### src/hdl/dpjt_pkg.sv
// Shared types and constants for the delayed PD joint torque core.
// Holds the item structs, the queue entry layout and register codes.
// No dependencies.
`timescale 1ns / 1ps
`default_nettype none

package dpjt_pkg;

  localparam int JOINT_W = 3;
  localparam int DELAY_W = 4;
  localparam int DATA_W  = 32;

  // Depth of the queue between the front and the back.
  localparam int FQ_DEPTH = 2;

  // Register word index of delay_ticks.
  localparam logic REG_DELAY_TICKS = 1'b0;

  localparam logic signed [DATA_W-1:0] TORQUE_MAX = 32'sh7FFF_FFFF;
  localparam logic signed [DATA_W-1:0] TORQUE_MIN = 32'sh8000_0000;

  typedef struct packed {
    logic [JOINT_W-1:0]       joint;
    logic [DATA_W-1:0]        tick_time;
    logic                     sim_reset;
    logic signed [DATA_W-1:0] pos_target;
    logic signed [DATA_W-1:0] vel_target;
    logic signed [DATA_W-1:0] stiffness;
    logic signed [DATA_W-1:0] damping;
    logic signed [DATA_W-1:0] feedforward;
    logic signed [DATA_W-1:0] measured_pos;
    logic signed [DATA_W-1:0] measured_vel;
  } dpjt_in_t;

  typedef struct packed {
    logic signed [DATA_W-1:0] torque_cmd;
    logic                     saturated;
  } dpjt_out_t;

  // Item as classified by the front: joint_ok is low for a joint out of range.
  typedef struct packed {
    logic     joint_ok;
    dpjt_in_t cmd;
  } dpjt_job_t;

  // One queued command as held in the command store.
  typedef struct packed {
    logic [DATA_W-1:0]        stamp;
    logic signed [DATA_W-1:0] pos_target;
    logic signed [DATA_W-1:0] vel_target;
    logic signed [DATA_W-1:0] stiffness;
    logic signed [DATA_W-1:0] damping;
    logic signed [DATA_W-1:0] feedforward;
  } dpjt_entry_t;

  localparam int ENTRY_W = $bits(dpjt_entry_t);

endpackage

`default_nettype wire

### src/hdl/dpjt_front.sv
// Front of the torque core: accepts items, checks the joint number and
// holds them in a short queue for the back. Depends on dpjt_pkg.
`timescale 1ns / 1ps
`default_nettype none

module dpjt_front #(
  parameter int JOINT_COUNT = 6
) (
  input  wire logic                clk,
  input  wire logic                rst_n,
  input  wire logic                push,
  output logic                     full,
  input  wire dpjt_pkg::dpjt_in_t  in_data,
  output logic                     job_empty,
  input  wire logic                job_pop,
  output dpjt_pkg::dpjt_job_t      job
);

  localparam int FQ_AW = (dpjt_pkg::FQ_DEPTH > 1) ? $clog2(dpjt_pkg::FQ_DEPTH) : 1;
  localparam int FQ_CW = $clog2(dpjt_pkg::FQ_DEPTH + 1);

  dpjt_pkg::dpjt_job_t fq_mem_r [dpjt_pkg::FQ_DEPTH];
  logic [FQ_AW-1:0]    wr_ptr_r, wr_ptr_nxt;
  logic [FQ_AW-1:0]    rd_ptr_r, rd_ptr_nxt;
  logic [FQ_CW-1:0]    cnt_r, cnt_nxt;
  logic                push_ok, pop_ok;
  dpjt_pkg::dpjt_job_t new_job;

  assign full      = (cnt_r == FQ_CW'(dpjt_pkg::FQ_DEPTH));
  assign job_empty = (cnt_r == '0);
  assign job       = fq_mem_r[rd_ptr_r];
  assign push_ok   = push && !full;
  assign pop_ok    = job_pop && !job_empty;

  // Classify: a joint at or beyond the configured count yields a zero result.
  always_comb begin
    new_job.cmd      = in_data;
    new_job.joint_ok = (32'(in_data.joint) < JOINT_COUNT);
  end

  always_comb begin
    wr_ptr_nxt = wr_ptr_r;
    rd_ptr_nxt = rd_ptr_r;
    cnt_nxt    = cnt_r;
    if (push_ok) begin
      wr_ptr_nxt = (wr_ptr_r == FQ_AW'(dpjt_pkg::FQ_DEPTH - 1)) ? '0 : wr_ptr_r + 1'b1;
    end
    if (pop_ok) begin
      rd_ptr_nxt = (rd_ptr_r == FQ_AW'(dpjt_pkg::FQ_DEPTH - 1)) ? '0 : rd_ptr_r + 1'b1;
    end
    if (push_ok && !pop_ok) begin
      cnt_nxt = cnt_r + 1'b1;
    end else if (pop_ok && !push_ok) begin
      cnt_nxt = cnt_r - 1'b1;
    end
  end

  always_ff @(posedge clk) begin
    if (!rst_n) begin
      wr_ptr_r <= '0;
      rd_ptr_r <= '0;
      cnt_r    <= '0;
    end else begin
      wr_ptr_r <= wr_ptr_nxt;
      rd_ptr_r <= rd_ptr_nxt;
      cnt_r    <= cnt_nxt;
    end
  end

  always_ff @(posedge clk) begin
    if (push_ok) begin
      fq_mem_r[wr_ptr_r] <= new_job;
    end
  end

endmodule

`default_nettype wire

### config.mk
export PLATFORM = sky130hd
export DESIGN_NAME = dpjt_front
export DESIGN_NICKNAME = d
export VERILOG_FILES = /design/src/hdl/dpjt_pkg.sv /design/src/hdl/dpjt_front.sv
export SDC_FILE = /design/constraint.sdc
export NUM_CORES = 1
export LEC_CHECK = 0
export BUFFER_PORTS_ARGS = -buffer_cell sky130_fd_sc_hd__buf_4
export CAP_MARGIN = 5
export CELL_PAD_IN_SITES_DETAIL_PLACEMENT = 1
export CELL_PAD_IN_SITES_GLOBAL_PLACEMENT = 1
export CORE_MARGIN = 2
export CORE_UTILIZATION = 45
export DETAILED_ROUTE_END_ITERATION = 10
export GPL_ROUTABILITY_DRIVEN = 0
export GPL_TIMING_DRIVEN = 0
export PLACE_DENSITY = 0.82
export SKIP_LAST_GASP = 1
export SLEW_MARGIN = 20
export SYNTH_ARGS = -nofsm -noshare
export SYNTH_HDL_FRONTEND = slang
export SYNTH_SLANG_ARGS = --single-unit
### constraint.sdc
create_clock -name clk -period 15.3 [get_ports clk]
set_input_delay 1.53 -clock clk [delete_from_list [all_inputs] [get_ports clk]]
set_output_delay 1.53 -clock clk [all_outputs]
set_load 0.01 [all_outputs]
==> run metrics <==
sequential share of the synthesized area 79.5%; Worst setup SP type flip-flop; Via density 4.96; Slew @ Worst Pin 0.737 ns; post-route ant nets 0; via count 10,300; Psw 1.24 mW; Yosys reg bits 527; hold path depth 2; worst-skew pair later-pin latency 0.58 ns; first-pass GRT wire length 76,800 um; Max Fclk 283 MHz; CTS sink cnt 527; max incr delay on CP 0.34 ns; FF-to-FF path depth 8; Overflow after GRT 0; Mapped Cells 838; CTS Buf Count 54; met2 usage 42.5%; initial drt markers 541; post-synth top area share 79.0%; crit end category primary output; syn nets 1,103; Comb pwr share 31.0%; Die Wd 214 um; synth top area cells edfxtp_1, mux2_4, mux2_2, buf_6, dfxtp_1; fin cells 2,077; dpl cells 1,975; Seq pwr share 41.4%; Critical Path, Cell by Cell buf_6, buf_6, buf_6, mux2_4, buf_4; Syn Std Cell Area 0.0198 mm2; row cnt 76; Tot GR Track Use 22.6%; FF-to-FF setup slack 12.76 ns; Initial Util 45.9%; DR pass1 iterations 5; WS Path Type flip-flop to primary output; TritonCTS clock tree built; status completed; crit path time final 3.53 ns; Routed WL 52,400 um; cell mode on critical path buf_6; critical path's top delay family buffers and inverters; Hold-fix buffers, CTS 0; Final WS setup 11.77 ns; Crit path required time 13.77 ns; GR peak layer met2; dpl ws 11.66 ns; die footprint 0.0458 mm2; Chip Height 214 um; endpoints failing setup 0; hold violation total from the final report 0; # Max-Cap Violations 0; Final Cycle Share 23.1%; hold slack 0.539 ns; H-Tree Depth 2; CP max-delay cell mux2_4; clock power share 27.6%; crit-path max FO 10; M3 GR Usage 6.33%; Synthesis Warnings 0; Root Buffer clkbuf_16; post-synth top area cell edfxtp_1; largest net degree at the start of global routing 49; clock-pin slew on the worst setup and hold paths 0.06 ns; antenna violations before repair 5; switching power share of the total 27.5%; core footprint 0.0433 mm2; commonest non-fill, non-tap cell in the layout buf_4; Rel. slew slack 50.9%; post-DP HPWL 37,900 um; commonest non-fill, non-tap cells in the layout buf_4, edfxtp_1, mux2_4; Port Buf Inserts 526; post-synth cell types 22; Pleak 10.3 nW; worst r2r src cnt_r[0]; layout cell share with drive strength beyond 1 61.6%; Fillers 3,693; vias in the first global route 11,600; final core utilization 61.6%; WL per Instance 25.2 um; PD cells 169 mW/mm2; Post-CTS Setup Repair Bufs 0; worst endpoint data arrival time 2.00 ns; Slew Viols, Final 0; number of top-level pins 527; drc violations 0; Worst Hold Launch cnt_r[1]; synthesis-to-finish area growth 34.4%; worst hold path endpoint cnt_r[1]; Int Pwr 3.26 mW; Hold Path Class flip-flop to flip-flop; VDD IR max 0.106 mV; # nets final 1,711; RR Endpoint fq_mem_r[0][155]; Final Skew 0.0135 ns; setup tns final 0 ns; Syn Area/Cell 23.7 um2; met1 GRT Util 24.2%; clock tree buffer depth 3; worst path bufs/invs 4; RSZ-0062 raised after global routing false; CTS resizes 0
power groups by stage:
| stage | logic [mW] | clock network, mW | registers (mW) |
|---|---|---|---|
| finish | 1.40 | 1.24 | 1.86 |
| global route | 1.46 | 1.32 | 1.88 |
| CTS | 1.42 | 1.27 | 1.87 |
| detailed placement | 1.40 | 0 | 1.89 |
| global placement | 1.31 | 0 | 2.00 |
| floorplan | 0.744 | 0 | 1.95 |
worst min-delay path: cells and delay by family, from the launching register on:
family          cells  cell delay [ns]
flops               1             0.34
compound gates      2             0.15
cell families (layout without fill, tap and decap cells):
logic type	Yosys count	count (layout)	synth area share [%]
flops	527	527	79.5
mux	261	261	18.4
buf+inv	31	682	1.46
simple gates	10	10	0.296
compound gates	5	5	0.164
xor+xnor	3	3	0.132
fa+ha+maj	1	1	0.0630
other cells	0	3	0
flip-flops by register name (all words and copies together), names as in the netlist, named ones only:
name,cells
wr_ptr_r,1
cnt_r,2
fq_mem_r,522
rd_ptr_r,1
area by class of cell:
cell class	count	area (um2)	share of cell area, %
diodes	3	7.51	0.0282
repair buffers	552	4400	16.5
well taps	585	732	2.74
multi-input cells	280	3790	14.2
clock inverters	29	190	0.713
inverters	2	7.51	0.0282
clock buffers	70	1480	5.53
flip-flops and latches	527	15800	59.2
plain buffers	29	283	1.06
synth_stat cells:
cell type / n
a21boi_1: 1
o21ai_1: 1
nor3_2: 1
nand2b_1: 1
nand2_1: 1
o21ai_0: 1
a21boi_0: 1
o21a_1: 1
nor2_1: 2
xor2_1: 1
and2_1: 3
dfxtp_1: 5
inv_1: 2
or3_1: 1
edfxtp_1: 522
and3_1: 1
ha_1: 1
mux2_4: 190
buf_2: 7
xnor2_1: 2
mux2_2: 71
buf_6: 22
worst max path at each step:
stage,startpoint,to,cells past startpoint
after CTS,flip-flop,job[92],5
after global placement,push,wr_ptr_r,4
after floorplan,push,wr_ptr_r,3
after detailed placement,push,fq_mem_r[0][158],8
after global routing,flip-flop,job[92],5
final,flip-flop,job[92],5
stage by stage:
stage	power [mW]	area (um2)
floorplan	2.69	19800
global placement	3.30	24500
detailed placement	3.29	25000
CTS	4.56	26700
global route	4.66	26700
finish	4.50	26700
metal layers:
metal / wire [um] / up-vias
li1: - / 4574
met1: 18100 / 5226
met2: 29000 / 412
met3: 3730 / 88
met4: 1550 / 4
met5: 23 / -
Note: power is estimated with default switching activity, not from simulation.
